$ cat src/hdl/bmorph_line_mem.sv
module bmorph_line_mem #(
  parameter int DEPTH = 1024,
  parameter int DW    = 4,
  localparam int AW   = $clog2(DEPTH)
) (
  input  logic          clk_i,
  input  logic          rst_ni,
  input  logic          rd_en_i,
  input  logic [AW-1:0] rd_addr_i,
  input  logic          wr_en_i,
  input  logic [AW-1:0] wr_addr_i,
  input  logic [DW-1:0] wr_data_i,
  output logic [DW-1:0] rd_data_o
);

  logic [DW-1:0] mem [DEPTH];
  logic [DW-1:0] rd_q;
  logic [DW-1:0] byp_data_q;
  logic          byp_q;

  // Single-port-write, single-port-read storage with a registered read.
  always_ff @(posedge clk_i) begin
    if (wr_en_i) begin
      mem[wr_addr_i] <= wr_data_i;
    end
    if (rd_en_i) begin
      rd_q       <= mem[rd_addr_i];
      byp_data_q <= wr_data_i;
    end
  end

  // A read that collides with a write to the same column takes the new data.
  always_ff @(posedge clk_i or negedge rst_ni) begin
    if (!rst_ni) begin
      byp_q <= 1'b0;
    end else if (rd_en_i) begin
      byp_q <= wr_en_i && (wr_addr_i == rd_addr_i);
    end
  end

  assign rd_data_o = byp_q ? byp_data_q : rd_q;

endmodule

$ cat config.mk
export PLATFORM = sky130hd
export DESIGN_NAME = bmorph_line_mem
export DESIGN_NICKNAME = d
export VERILOG_FILES = /design/src/hdl/bmorph_line_mem.sv
export SDC_FILE = /design/constraint.sdc
export NUM_CORES = 2
export LEC_CHECK = 0
export ABC_AREA = 1
export BUFFER_PORTS_ARGS = -buffer_cell sky130_fd_sc_hd__buf_2
export CAP_MARGIN = 25
export CORE_ASPECT_RATIO = 0.8
export CORE_MARGIN = 10
export CORE_UTILIZATION = 45
export DETAILED_ROUTE_END_ITERATION = 10
export SYNTH_ARGS = -nofsm -noshare
export SYNTH_HDL_FRONTEND = slang
export SYNTH_SLANG_ARGS = --single-unit
$ cat constraint.sdc
create_clock -name clk_i -period 2.2 [get_ports clk_i]
set_input_delay 0.33 -clock clk_i [delete_from_list [all_inputs] [get_ports clk_i]]
set_output_delay 0.33 -clock clk_i [all_outputs]
set_load 0.1 [all_outputs]
* Yosys cells after proc, flatten, opt, wreduce, memory -nomap -nowiden *
Memories as Yosys holds them, arrays and structs flattened. A register that Yosys moved wholly into a read port is not among the register bits.
Cells that the tools add are included.

operators by class
  add/subtract/negate cells = 0
  multiply operators = 0
  divide/modulo/power cells = 0
  order comparisons = 0
  eq/ne operators = 1
  shift-type cells = 0
  multiplexer cells = 3
  bitwise gates (word level) = 0
  reductions and logical operators = 1

operators by type and width
  cell                 count
  $eq A10 B10 Y1       1
  $mux W4              1
  $mux W1              2
  $logic_and A1 B1 Y1  1

storage, ports and cells
  register bits = 5
  latch bits = 0
  memory bits (writable) = 4096
  bits in read-only memories = 0
  bits of input ports = 28
  output and inout port bits = 4
  word-level logic and storage cells = 8
  memories = 1

memories
  memory  words  bits a word  read ports  clocked after memory_dff  write ports  RTL line  text
  mem     1024   4            1           1                         1            16        logic [DW-1:0] mem [DEPTH];

* Depth between registers and ports, before layout *
  depth in word-level cells = 2
  gate-level depth with buffers = 17
  gate-level depth less buffers = 13

* Least setup slack after synthesis *
No wires, ideal clock.

  path type = input to register
  start point = in wr_en_i
  end point = mem mem[780][0] (enable)
  library setup time = 0.361 ns
  arrival time = 1.613 ns
  data required time = 1.839 ns
  slack = 0.226 ns
  cell stages on the path = 5
  buffers on the path = 3
  cell sequence = clkbuf_1 -> clkbuf_1 -> nand3_1 -> clkbuf_1 -> nor3_1

on the way
  word-level cells in the longest chain between the ends = 2

RTL lines
  item                           RTL line  text
  start, declared                10        input logic wr_en_i,
  $mux W1                        23        if (wr_en_i) begin
  $mux W1 (not written as such)  24        mem[wr_addr_i] <= wr_data_i;
  end, declared                  16

No other way between the ends.

* Final worst setup path *
  start point = reg byp_q
  end point = out rd_data_o[0]

on the way
  word-level cells in the longest chain between the ends = 1

RTL lines
  item                    RTL line  text
  start, declared         19        logic byp_q;
  start signal, assigned  37        byp_q <= wr_en_i && (wr_addr_i == rd_addr_i);
  $mux W4                 41        assign rd_data_o = byp_q ? byp_data_q : rd_q;
  end, declared           13        output logic [DW-1:0] rd_data_o

No other way between the ends.

==> flow_summary.toml <==
[placement]
port_buffers = 31
gp_congestion = 0.8925
dp_hpwl_mm = 326.6

[detailed_routing]
initialDrtViolationCount = 16113
totalWireLength_mm = 518.4
top_layer = "met5"
met1_length_mm = 219.3
drtAntennaViolNets = 0
wl_met3_mm = 52.07
vias = 118121
wire_per_inst_um = 25.03
routed_via_density = 5.703
drc = 0
wl_met2_mm = 229.2
dr.pass1.iters = 6

[yosys]
netlist.top_cell.by_area = "edfxtp_1"
synth_area_leaders = "edfxtp_1 73%, nand3_1 12%, nand2_1 9.3%"
syn-cell-area_um2 = 169700
ys_seq_area_share_pct = 72.64
synth_top_area_share_pct = 72.62
syn-num-nets = 14638
ys_seq_elements = 4105
synth.avg_cell_area_um2 = 11.61
syn-instance-count = 14610
yosysUniqueCellTypes = 23
yosysWarnings = 0

[setup_path]
arrival_ns = 2.08
start_kind = "flop"
cp_max_fo = 5
critPathKind = "flop to output pin"
critPathCaptureType = "output pin"
required_ns = 1.87

[sta]
worst_pin_slew_ns = 0.7681
rsz0062_at_grt = "true"
period_share_pct = 109.4
fmax_mhz = 415.4
tns_ns = -0.7502
min_period_ns = 2.407
relSlewSlack_pct = 48.48
hold_viol_final = 0
clock_skew_ns = 0.06713
drv_slew = 0
setup_viol = 8
whs_ns = 0.09763
worst_slack_ns = -0.2072

[clock_network]
cts_buffer_depth = 4
cts.sinks = 4105
clk_latency_ns = 0.93
cts_tree = "yes"
root_buffer = "clkbuf_16"
numCtsBuffers = 397
cts.htree.levels = 5
clkTransAtPathRegs_ns = 0.07

[min_path]
hold_class = "input port to flop"

[job]
cap_violations = 0

[global_route]
grt_antenna_before_repair = 33
grt_pass1_vias = 112010
overflow = 0
grt_usage_pct = 24.87
grt_pass1_wl_mm = 754.2
grt_max_degree = 114

[cells_and_area]
area_growth_pct = 17.32
layout_common_cells = "4159 x nand2_1, 4104 x edfxtp_1, 4005 x nand3_1, 1107 x buf_4, 1037 x nor2_1"
final_nets = 15436
drive_above_1_share_pct = 13.77
n_fill_cell = 31694
multi_input_area_um2 = 41110
final_util_pct = 53.06
layout_commonest_cell = "nand2_1"
regArea_um2 = 123300

[die]
rows = 201
initial_core_util_pct = 45.22
die_area_um2 = 402200
ioPinCount = 32
die_x_um = 706.6
core_area_um2 = 375200
die_h_um = 569.3

[power_and_ir_drop]
leakage_nw = 70.73
vdd.ir_drop.worst_mv = 0.7255
power_density_nw_per_um2 = 829.7

[status]
violations = "setup timing"
status = "complete, but fails checks"
==> cell families (layout without fill, tap and decap cells) <==
kind of cell / count (synthesis) / after routing / share of synthesized area [%]
simple gates: 9346 / 9346 / 23.72
flops: 4105 / 4105 / 72.64
buf+inv: 1147 / 2256 / 3.581
compound gates: 8 / 8 / 0.03614
mux: 4 / 4 / 0.02654
other cells: 0 / 19 / 0
==> layout make-up <==
cell class	instances	area share [%]
flip-flops and latches	4105	61.92
clock buffers	480	5.243
repair buffers	1500	7.870
clock inverters	230	1.058
inverters	46	0.1144
diodes	19	0.02388
multi-input cells	9358	20.65
well taps	4973	3.125
==> path summary, 6_finish.rpt <==
path / slack (ns) / cells after the start / startpoint / endpoint
worst max register to register: 0.02 / 13 / mem[863][3] / rd_q[3]
max in group asynchronous: 1.75 / 3 / rst_ni / byp_q
worst max-delay path: -0.21 / 2 / byp_q / rd_data_o[0]
worst min register to register: 0.67 / 2 / byp_q / byp_q
min in group asynchronous: 0.29 / 3 / rst_ni / byp_q
worst min-delay path: 0.1 / 5 / wr_en_i / byp_q
==> through the flow <==
stage | total power [mW] | setup WS [ns] | instance area [µm²] | cells
3_3_place_gp | 98.93 | -1.115 | 185500 | 19962
5_1_grt | 169.7 | -0.2392 | 199100 | 20699
6_report | 165.2 | -0.2072 | 199100 | 20711
2_1_floorplan | 93.26 | 0.2261 | 169700 | 14610
3_5_place_dp | 98.97 | -1.105 | 185500 | 19962
4_1_cts | 165.6 | -0.2714 | 198400 | 20687
==> Yosys cell counts <==
library cell / number
nand2_1: 4186
nand4_1: 9
inv_2: 2
o211ai_1: 1
inv_4: 2
o22ai_1: 3
mux2_2: 4
nand3_1: 4086
buf_1: 134
o2111ai_1: 1
nor2_1: 1041
dfrtp_1: 1
nor3_1: 24
clkbuf_1: 279
buf_4: 108
edfxtp_1: 4104
o41ai_1: 1
buf_6: 99
inv_1: 39
buf_2: 480
buf_12: 1
a221oi_1: 2
clkinv_1: 3
==> sequential cells by signal, indices dropped and copies added (netlist names) <==
| signal | flops |
|---|---|
| byp_data_q | 4 |
| rd_q | 4 |
| mem | 4096 |
| byp_q | 1 |
==> power by group <==
part	internal (mW)	switching [mW]	total, mW	leakage [nW]
Clock	37.9	29.5	67.5	6.11
Sequential	86.0	0.0182	86.1	36.9
Combinational	3.53	8.13	11.7	27.7
==> worst max-delay path, cell delays in order (launching register included) <==
cell     delay (ns)
dfrtp_2        0.50
mux2_4         0.43
buf_12         0.20
==> per-layer routing <==
layer,vias up,GRT usage (%)
met3,866,4.546
met1,57920,36.17
li1,53302,-
met5,-,0
met4,12,8.128
met2,6021,37.89
==> timing repair <==
action                     CTS  global route
resized for setup           37           101
hold buffers                15             0
hold endpoints to repair   193             0
gates cloned                 0             4
setup endpoints to repair    8            13
pin swaps                    0             8
buffers inserted             0             3
Note: power is estimated with default switching activity, not from simulation.
